**src/hdl/lsw_pkg.sv**
```systemverilog
package lsw_pkg;

    // field widths
    localparam int SEQ_W     = 16;
    localparam int BRAKE_W   = 2;
    localparam int AGE_W     = 31;
    localparam int CNT_W     = 32;
    localparam int CFG_W     = 16;
    localparam int STATUS_W  = 2;
    localparam int CFG_IDX_W = 1;

    // item kinds
    localparam logic ACT_PACKET = 1'b0;
    localparam logic ACT_TICK   = 1'b1;

    // link status codes
    localparam logic [STATUS_W-1:0] STATUS_WAITING = 2'd0;
    localparam logic [STATUS_W-1:0] STATUS_UP      = 2'd1;
    localparam logic [STATUS_W-1:0] STATUS_LOST    = 2'd2;

    // register indexes
    localparam logic [CFG_IDX_W-1:0] REG_TIMEOUT = 1'd0;
    localparam logic [CFG_IDX_W-1:0] REG_BLINK   = 1'd1;

    // register reset values
    localparam logic [CFG_W-1:0] TIMEOUT_RST = 16'd500;
    localparam logic [CFG_W-1:0] BLINK_RST   = 16'd250;

    // saturation limit of the age counter
    localparam logic [AGE_W-1:0] AGE_MAX = {AGE_W{1'b1}};

    typedef struct packed {
        logic [CFG_W-1:0] link_timeout;
        logic [CFG_W-1:0] blink_period_ms;
    } cfg_t;

    typedef struct packed {
        logic                       accepted;
        logic [STATUS_W-1:0]        status;
        logic                       light_on;
        logic [BRAKE_W-1:0]         held_state;
        logic [SEQ_W-1:0]           held_seq;
        logic signed [CNT_W-1:0]    age_out;
        logic [CNT_W-1:0]           accept_total;
        logic [CNT_W-1:0]           stale_total;
    } res_t;

endpackage

```
**src/hdl/lsw_core.sv**
```systemverilog
module lsw_core (
    input  logic                        clk,
    input  logic                        rst_n,
    input  logic                        step,
    input  logic                        action,
    input  logic [lsw_pkg::SEQ_W-1:0]   seq_in,
    input  logic [lsw_pkg::BRAKE_W-1:0] brake_in,
    input  lsw_pkg::cfg_t               cfg,
    output lsw_pkg::res_t               res
);
    import lsw_pkg::*;

    logic               seen_reg, seen_next;
    logic [SEQ_W-1:0]   seq_reg, seq_next;
    logic [BRAKE_W-1:0] brake_reg, brake_next;
    logic [AGE_W-1:0]   age_reg, age_next;
    logic [CNT_W-1:0]   acc_cnt_reg, acc_cnt_next;
    logic [CNT_W-1:0]   stale_cnt_reg, stale_cnt_next;
    logic [CFG_W-1:0]   blink_cnt_reg, blink_cnt_next;
    logic               toggle_reg, toggle_next;
    logic               light_reg, light_next;

    logic [SEQ_W-1:0]   seq_diff;
    logic               newer;
    logic               take;
    logic [CFG_W-1:0]   period;
    logic [CFG_W-1:0]   blink_inc;
    logic               eval;
    logic               up_next;

    // serial-number compare: newer when difference is nonzero and below half range
    assign seq_diff = seq_in - seq_reg;
    assign newer    = (seq_diff != '0) && !seq_diff[SEQ_W-1];
    assign take     = !seen_reg || newer;

    // blink period, zero acts as one
    assign period    = (cfg.blink_period_ms == '0) ? CFG_W'(1) : cfg.blink_period_ms;
    assign blink_inc = blink_cnt_reg + CFG_W'(1);
    assign eval      = (blink_inc == '0) || (blink_inc >= period);

    // next state for one word
    always_comb
    begin
        seen_next      = seen_reg;
        seq_next       = seq_reg;
        brake_next     = brake_reg;
        age_next       = age_reg;
        acc_cnt_next   = acc_cnt_reg;
        stale_cnt_next = stale_cnt_reg;
        blink_cnt_next = blink_cnt_reg;
        toggle_next    = toggle_reg;
        light_next     = light_reg;
        if (action == ACT_PACKET)
        begin
            if (take)
            begin
                seen_next    = 1'b1;
                seq_next     = seq_in;
                brake_next   = brake_in;
                age_next     = '0;
                acc_cnt_next = acc_cnt_reg + CNT_W'(1);
            end
            else
            begin
                stale_cnt_next = stale_cnt_reg + CNT_W'(1);
            end
        end
        else
        begin
            if (seen_reg && (age_reg != AGE_MAX))
            begin
                age_next = age_reg + AGE_W'(1);
            end
            blink_cnt_next = blink_inc;
            if (eval)
            begin
                blink_cnt_next = '0;
                if (seen_reg && (age_next <= AGE_W'(cfg.link_timeout)))
                begin
                    light_next = (brake_reg != '0);
                end
                else
                begin
                    toggle_next = !toggle_reg;
                    light_next  = !toggle_reg;
                end
            end
        end
    end

    // snapshot after the update
    assign up_next = age_next <= AGE_W'(cfg.link_timeout);

    always_comb
    begin
        res.accepted     = (action == ACT_PACKET) && take;
        res.status       = !seen_next ? STATUS_WAITING : (up_next ? STATUS_UP : STATUS_LOST);
        res.light_on     = light_next;
        res.held_state   = brake_next;
        res.held_seq     = seq_next;
        res.age_out      = seen_next ? $signed({1'b0, age_next}) : -32'sd1;
        res.accept_total = acc_cnt_next;
        res.stale_total  = stale_cnt_next;
    end

    // state registers
    always_ff @(posedge clk or negedge rst_n)
    begin
        if (!rst_n)
        begin
            seen_reg      <= 1'b0;
            seq_reg       <= '0;
            brake_reg     <= '0;
            age_reg       <= '0;
            acc_cnt_reg   <= '0;
            stale_cnt_reg <= '0;
            blink_cnt_reg <= '0;
            toggle_reg    <= 1'b0;
            light_reg     <= 1'b0;
        end
        else if (step)
        begin
            seen_reg      <= seen_next;
            seq_reg       <= seq_next;
            brake_reg     <= brake_next;
            age_reg       <= age_next;
            acc_cnt_reg   <= acc_cnt_next;
            stale_cnt_reg <= stale_cnt_next;
            blink_cnt_reg <= blink_cnt_next;
            toggle_reg    <= toggle_next;
            light_reg     <= light_next;
        end
    end

endmodule

```
**src/hdl/link_sequence_watchdog_top.sv**
```systemverilog
// channel | direction | handshake          | payload
// in      | input     | in_valid/in_ready   | action, seq_in, brake_in
// out     | output    | out_valid/out_ready | accepted, status, light_on, held_state,
//         |           |                     | held_seq, age_out, accept_total, stale_total
// cfg     | input     | cfg_we              | cfg_index, cfg_data
//
// one word per cycle while the result side is not stalled; each word's result appears in the cycle after it is taken
// the rate is set by the single state update between the input and the result register
// reset clears link state, counters and the result valid; registers return to 500 and 250
// a stalled result holds; a new word is still taken in the cycle the result leaves
module link_sequence_watchdog_top (
    input  logic                          clk,
    input  logic                          rst_n,
    input  logic                          in_valid,
    output logic                          in_ready,
    input  logic                          action,
    input  logic [lsw_pkg::SEQ_W-1:0]     seq_in,
    input  logic [lsw_pkg::BRAKE_W-1:0]   brake_in,
    output logic                          out_valid,
    input  logic                          out_ready,
    output logic                          accepted,
    output logic [lsw_pkg::STATUS_W-1:0]  status,
    output logic                          light_on,
    output logic [lsw_pkg::BRAKE_W-1:0]   held_state,
    output logic [lsw_pkg::SEQ_W-1:0]     held_seq,
    output logic signed [lsw_pkg::CNT_W-1:0] age_out,
    output logic [lsw_pkg::CNT_W-1:0]     accept_total,
    output logic [lsw_pkg::CNT_W-1:0]     stale_total,
    input  logic                          cfg_we,
    input  logic [lsw_pkg::CFG_IDX_W-1:0] cfg_index,
    input  logic [lsw_pkg::CFG_W-1:0]     cfg_data
);
    import lsw_pkg::*;

    cfg_t cfg_reg;
    res_t res_next;
    res_t res_reg;
    logic valid_reg;
    logic step;

    // output register frees itself when taken
    assign in_ready = !valid_reg || out_ready;
    assign step     = in_valid && in_ready;

    // configuration registers
    always_ff @(posedge clk or negedge rst_n)
    begin
        if (!rst_n)
        begin
            cfg_reg.link_timeout    <= TIMEOUT_RST;
            cfg_reg.blink_period_ms <= BLINK_RST;
        end
        else if (cfg_we)
        begin
            case (cfg_index)
                REG_TIMEOUT: cfg_reg.link_timeout    <= cfg_data;
                REG_BLINK:   cfg_reg.blink_period_ms <= cfg_data;
                default:     cfg_reg                 <= cfg_reg;
            endcase
        end
    end

    lsw_core u_core (
        .clk      (clk),
        .rst_n    (rst_n),
        .step     (step),
        .action   (action),
        .seq_in   (seq_in),
        .brake_in (brake_in),
        .cfg      (cfg_reg),
        .res      (res_next)
    );

    // result valid
    always_ff @(posedge clk or negedge rst_n)
    begin
        if (!rst_n)
        begin
            valid_reg <= 1'b0;
        end
        else if (in_ready)
        begin
            valid_reg <= in_valid;
        end
    end

    // result word
    always_ff @(posedge clk)
    begin
        if (step)
        begin
            res_reg <= res_next;
        end
    end

    assign out_valid    = valid_reg;
    assign accepted     = res_reg.accepted;
    assign status       = res_reg.status;
    assign light_on     = res_reg.light_on;
    assign held_state   = res_reg.held_state;
    assign held_seq     = res_reg.held_seq;
    assign age_out      = res_reg.age_out;
    assign accept_total = res_reg.accept_total;
    assign stale_total  = res_reg.stale_total;

endmodule

```
**config.mk**
```make
export PLATFORM = sky130hd
export DESIGN_NAME = link_sequence_watchdog_top
export DESIGN_NICKNAME = d
export VERILOG_FILES = /design/src/hdl/lsw_pkg.sv /design/src/hdl/lsw_core.sv /design/src/hdl/link_sequence_watchdog_top.sv
export SDC_FILE = /design/constraint.sdc
export NUM_CORES = 1
export LEC_CHECK = 0
export BUFFER_PORTS_ARGS = -buffer_cell sky130_fd_sc_hd__buf_2
export CORE_AREA = 10 10 253 255
export CTS_BUF_LIST = sky130_fd_sc_hd__clkbuf_16
export CTS_CLUSTER_DIAMETER = 50
export DETAILED_ROUTE_END_ITERATION = 8
export DIE_AREA = 0 0 263 265
export GPL_ROUTABILITY_DRIVEN = 0
export GPL_TIMING_DRIVEN = 0
export SETUP_SLACK_MARGIN = 0.4
export SLEW_MARGIN = 10
export SYNTH_ARGS = -nofsm -noshare
export SYNTH_HDL_FRONTEND = slang
export SYNTH_HIERARCHICAL = 1
export SYNTH_SLANG_ARGS = --single-unit
```
**constraint.sdc**
```tcl
create_clock -name clk -period 9.78 [get_ports clk]
set_clock_uncertainty 0.1 [all_clocks]
set_input_delay 0 -clock clk [delete_from_list [all_inputs] [get_ports clk]]
set_output_delay 0 -clock clk [all_outputs]
set_load 0.01 [all_outputs]
```
---- Word-level counts from Yosys, hierarchy flattened ----
Cells that the tools add are included.
word-level totals
  latch bits .............................. 0
  output and inout port bits .............. 120
  memory bits (writable) .................. 0
  flip-flop bits (word level) ............. 283
  logic and storage cells ................. 74
  memories ................................ 0
  memory bits (read-only) ................. 0
  bits of input ports ..................... 41
operators by class
  divide/modulo/power cells ............... 0
  eq/ne operators ......................... 1
  add/subtract/negate cells ............... 5
  shifts and indexed selects .............. 0
  bitwise logic cells ..................... 3
  $lt $le $gt $ge ......................... 3
  reductions and logical operators ........ 20
  $mul .................................... 0
  mux-type cells .......................... 21
operators by type and width
  cell                                                              count
  32-bit two-way mux                                                5
  31-bit two-way mux                                                4
  32-bit by 1-bit adder with 32-bit output (second input constant)  2
  16-bit two-way mux                                                4
  31-bit by 16-bit <= comparator with 1-bit output                  2
  16-bit zero test                                                  2
  31-bit by 1-bit adder with 31-bit output (second input constant)  1
  31-bit inequality test (second input constant)                    1
  16-bit by 1-bit adder with 16-bit output (second input constant)  1
  16-bit >= comparator                                              1
  16-bit nonzero test                                               1
  16-bit subtractor                                                 1
  2-bit two-way mux                                                 3
  2-bit AND reduction                                               3
  1-bit logical AND                                                 5
  1-bit two-way mux                                                 5
  1-bit zero test                                                   4
  4-bit AND reduction                                               1
  1-bit logical OR                                                  3
  1-bit inverter                                                    3
  2-bit nonzero test                                                1

---- Logic depth before layout (Yosys ltp) ----
  depth in word-level cells ............... 9
  mapped depth ............................ 24
  mapped depth without buffers ............ 22

---- Hierarchy ----
Netlist, hierarchy kept.
by module, submodules not included
  module                      cells each  area each (um^2)  sequential area each (um^2)  instances
  lsw_core                    1,360       11,437.2          3,303.2                      1
  link_sequence_watchdog_top  191         4,854.7           4,384.2                      1

---- Worst setup path after synthesis ----
No wires, ideal clock.
  path type ............................... flip-flop to flip-flop
  from .................................... register u_core.seq_reg[4]
  to ...................................... register res_reg (netlist bit status[0]) (data pin)
  slack ................................... 4.721 ns
  required time ........................... 9.424 ns
  arrival ................................. 4.703 ns
  cell stages (with the launch flop) ...... 22
  setup time .............................. 0.256 ns
  path through ............................ dfrtp_1 -> inv_1 -> ha_1 -> and2_4 -> a221o_1 -> nor4_1 -> o21ai_0 -> or4_1 -> and4bb_1 -> buf_4 -> o21a_1 -> buf_2 -> buf_4 -> a22o_1 -> ha_1 -> nand4_1 -> nor3_1 -> o31ai_1 -> a221oi_1 -> or3b_2 -> nand2_1 -> and4b_1
on the way
  word-level cells in the longest chain between the ends .. 8
  elaborated cells on any way between the ends .. 11
  classes of those cells .................. add/sub: 1; order compare: 1; mux: 5; reduce/logical: 4
RTL lines
  element                                                        RTL line                          text
  from (decl)                                                    lsw_core.sv:14                    logic [SEQ_W-1:0] seq_reg, seq_next;
  from (signal assigned)                                         lsw_core.sv:124                   seq_reg <= seq_next;
  16-bit subtractor (*)                                          lsw_core.sv:32                    assign seq_diff = seq_in - seq_reg;
  16-bit nonzero test / 1-bit zero test (equally long branches)  lsw_core.sv:33                    assign newer = (seq_diff != '0) && !seq_diff[SEQ_W-1];
  1-bit logical AND (*)                                          lsw_core.sv:33
  1-bit logical OR (*)                                           lsw_core.sv:34                    assign take = !seen_reg || newer;
  31-bit two-way mux (*)                                         lsw_core.sv:55                    if (take)
  31-bit two-way mux (*)                                         lsw_core.sv:53                    if (action == ACT_PACKET)
  net u_core.age_next[13]                                        lsw_core.sv:16                    logic [AGE_W-1:0] age_reg, age_next;
  31-bit by 16-bit <= comparator with 1-bit output (*)           lsw_core.sv:92                    assign up_next = age_next <= AGE_W'(cfg.link_timeout);
  2-bit two-way mux (*)                                          lsw_core.sv:97                    res.status = !seen_next ? STATUS_WAITING : (up_next ? STATUS_UP : STATUS_LOST);
  to (signal assigned)                                           link_sequence_watchdog_top.sv:92  res_reg <= res_next;
  to (decl)                                                      link_sequence_watchdog_top.sv:37  res_t res_reg;
Mark *: on every way through the listed nets, which the timed path passes. The rest lies on a longest branch.
A chain may end at the register's enable or synchronous reset.

---- Worst setup path after layout ----
  from .................................... register u_core.seq_reg[4]
  to ...................................... register res_reg (netlist bit status[1]) (data pin)
The elaborated chain is that of the path after synthesis.

==> results.tsv <==
metric	value	unit
status	completed	
num-fill-cells	5949	
clk_pin_slew	60	ps
first_pass_iters	6	
hold_path.class	in2reg	
wirelength	47510	µm
max_freq	0.1556	GHz
post_cts_buffers	0	
ys_seq_area_frac	0.4719	
wl_met3	2824	µm
syn-instance-count	1551	
syn2layout_area_growth	21.88	%
cp_data_required_time	9940	ps
place_area	18150	µm²
final_cell_mix	buf_2, dfrtp_1, nand2_1	
synthFlopType	dfrtp_1	
max_cap_viol_count	0	
reg2reg_to	status[1]	
cts_resized	0	
power_switching	1703	µW
layout_commonest_cell	buf_2	
cellLeakagePower	0.008666	µW
reg2reg_depth	21	
p_sw_frac	0.3652	
grt_max_degree	97	
pre_cts_ws	3437	ps
wl_met2	22570	µm
hold_violations	0	
core_area	58800	µm²
routed.top_layer	met4	
synth.distinct_cells	91	
vias	12960	
die_w	263	µm
rows	89	
cts_sinks	283	
insertedDiodeCount	0	
finalMaxSlewViolations	0	
arrival	6590	ps
period_needed	6426	ps
whs	133.9	ps
port-buffer-count	159	
grt_use_total	0.1322	
endpoint	status[1]	
ys_warn_count	6	
ant_nets	0	
startpoint_type	flop	
clk-insertion-delay-late	550	ps
die_h	265	µm
grt_pass1_wl	74510	µm
clockBufferDepth	3	
fin_crit_sh	0.6570	
ir_drop	104.8	µV
initial_core_util	0.2771	
setup_violations	0	
die-area	69700	µm²
power.share.clock	0.286	
final_area	19860	µm²
cts_tree	built	
relSlewSlack	0.4641	
r2r_slack	3350	ps
wire_per_inst	18.26	µm
drtIter0Drc	983	
grt_pass1_vias	13070	
nets	1909	
htree_levels	2	
cp_max_fo	10	
combPwrFrac	0.365	
root_buffer	clkbuf_16	
avgSynthCellArea	10.50	µm²
total_power	4663	µW
antenna_found_initial	0	
grt_overflow	0	
viasPerCell	4.979	
critPathKind	reg2reg	
internal_power	2960	µW
met1Wirelength	20580	µm
setup_tns	0	ps
startpoint	u_core/seq_reg[4]	
ys_ff_latch	283	
layout-drive-gt1-share	0.1930	
place_hpwl	34750	µm
seq_power_share	0.349	
syn_area	16290	µm²
reg2reg_from	u_core/seq_reg[4]	
synthesis.nets	1660	
end_kind	flop	
boundaryPins	161	
rsz0062_at_grt	no	
cts_made_buffers	38	
synth_edf_count	118	
worst_pin_slew	796.5	ps
synthArstFlopShare	0.5830	
setup_ws	3354	ps
drc_errors	0	
p_per_area	234.8	nW/µm²
through the flow:
step	utilization	cells
floorplan	-	1551
global placement	0.3071	2483
detailed placement	0.3087	2486
CTS	0.3376	2602
global route	0.3377	2602
finish	0.3377	2602
synthesized netlist by cell type, drive strengths merged, types with 8 or more instances:
cell type / number / area, µm²
clkbuf: 52 / 195.2
ha: 67 / 838.3
a211oi: 15 / 112.6
nand2b: 13 / 81.33
a31oi: 16 / 100.1
or2: 12 / 75.07
and4: 12 / 105.1
and3: 30 / 187.7
nand3: 84 / 420.4
o21ai: 53 / 269.0
xnor2: 108 / 945.9
nand4: 42 / 262.8
nor2b: 8 / 57.55
a21o: 29 / 217.7
xor2: 55 / 481.7
a22o: 21 / 183.9
dfrtp: 153 / 3829
mux2: 75 / 912.1
dfstp: 12 / 315.3
inv: 83 / 316.6
nor3: 39 / 200.2
edfxtp: 118 / 3543
o31ai: 12 / 90.09
and2: 19 / 121.4
a21oi: 39 / 198.9
buf: 28 / 200.2
nor2: 84 / 315.3
nand2: 137 / 524.3
nor4: 26 / 175.2
logic make-up after synthesis:
family	count (synthesis)	synth area share
simple gates	532	0.1686
compound gates	261	0.1158
buf+inv	163	0.04370
fa+ha+maj	68	0.05268
flops	283	0.4719
xor+xnor	163	0.08763
mux	81	0.05967
power groups by stage:
| stage | registers (µW) | logic (µW) | clock network [µW] |
|---|---|---|---|
| after floorplan | 1640 | 1160 | 0 |
| after global placement | 1650 | 1620 | 0 |
| after detailed placement | 1650 | 1670 | 0 |
| after CTS | 1630 | 1700 | 1380 |
| after global routing | 1650 | 1890 | 1430 |
| final | 1630 | 1700 | 1330 |
how the worst min path moves through the flow:
stage,startpoint,end,slack [ps],cells after the start
after CTS,cfg_data[10],cfg_reg[26],100,3
after floorplan,rst_n,cfg_reg[0],-400,0
after global placement,in_valid,out_valid,100,2
final,cfg_data[12],cfg_reg[28],130,3
after detailed placement,rst_n,cfg_reg[0],-90,1
after global routing,brake_in[1],u_core/brake_reg[1],120,3
worst max-delay path: stages, from the launching register on:
cell       delay [ps]
dfrtp_1           370
inv_1              50
ha_1              370
and2_4            230
a221o_1           380
nor4_1            310
o21ai_0           130
or4_1             620
and4bb_1          300
buf_4             210
o21a_1            190
buf_2             280
buf_4             260
a22o_1            220
ha_1              160
nand4_1           150
nor4_1            590
o22ai_1           260
a31oi_1           270
o2111ai_1         150
a211oi_1          340
a41oi_1           180
repair_timing:
action	CTS	global route
endpoints found under the hold margin	233	0
endpoints found under the setup margin	0	0
hold buffers	47	0
per-layer routing:
| layer | vias to the layer above | track usage |
|---|---|---|
| met5 | - | 0 |
| met4 | 0 | 0.05079 |
| met3 | 93 | 0.02908 |
| met2 | 401 | 0.2209 |
| met1 | 6319 | 0.1640 |
| li1 | 6142 | - |
area by class of cell:
| type | count | area (µm²) | area share |
|---|---|---|---|
| flip-flops and latches | 283 | 7687 | 0.3871 |
| inverters | 83 | 316.6 | 0.01594 |
| multi-input cells | 1105 | 7904 | 0.3980 |
| repair buffers | 209 | 1376 | 0.06931 |
| clock inverters | 29 | 209.0 | 0.01052 |
| well taps | 773 | 967.2 | 0.04871 |
| plain buffers | 80 | 395.4 | 0.01991 |
| clock buffers | 40 | 1001 | 0.05041 |
Power figures use the tool's default switching activity.
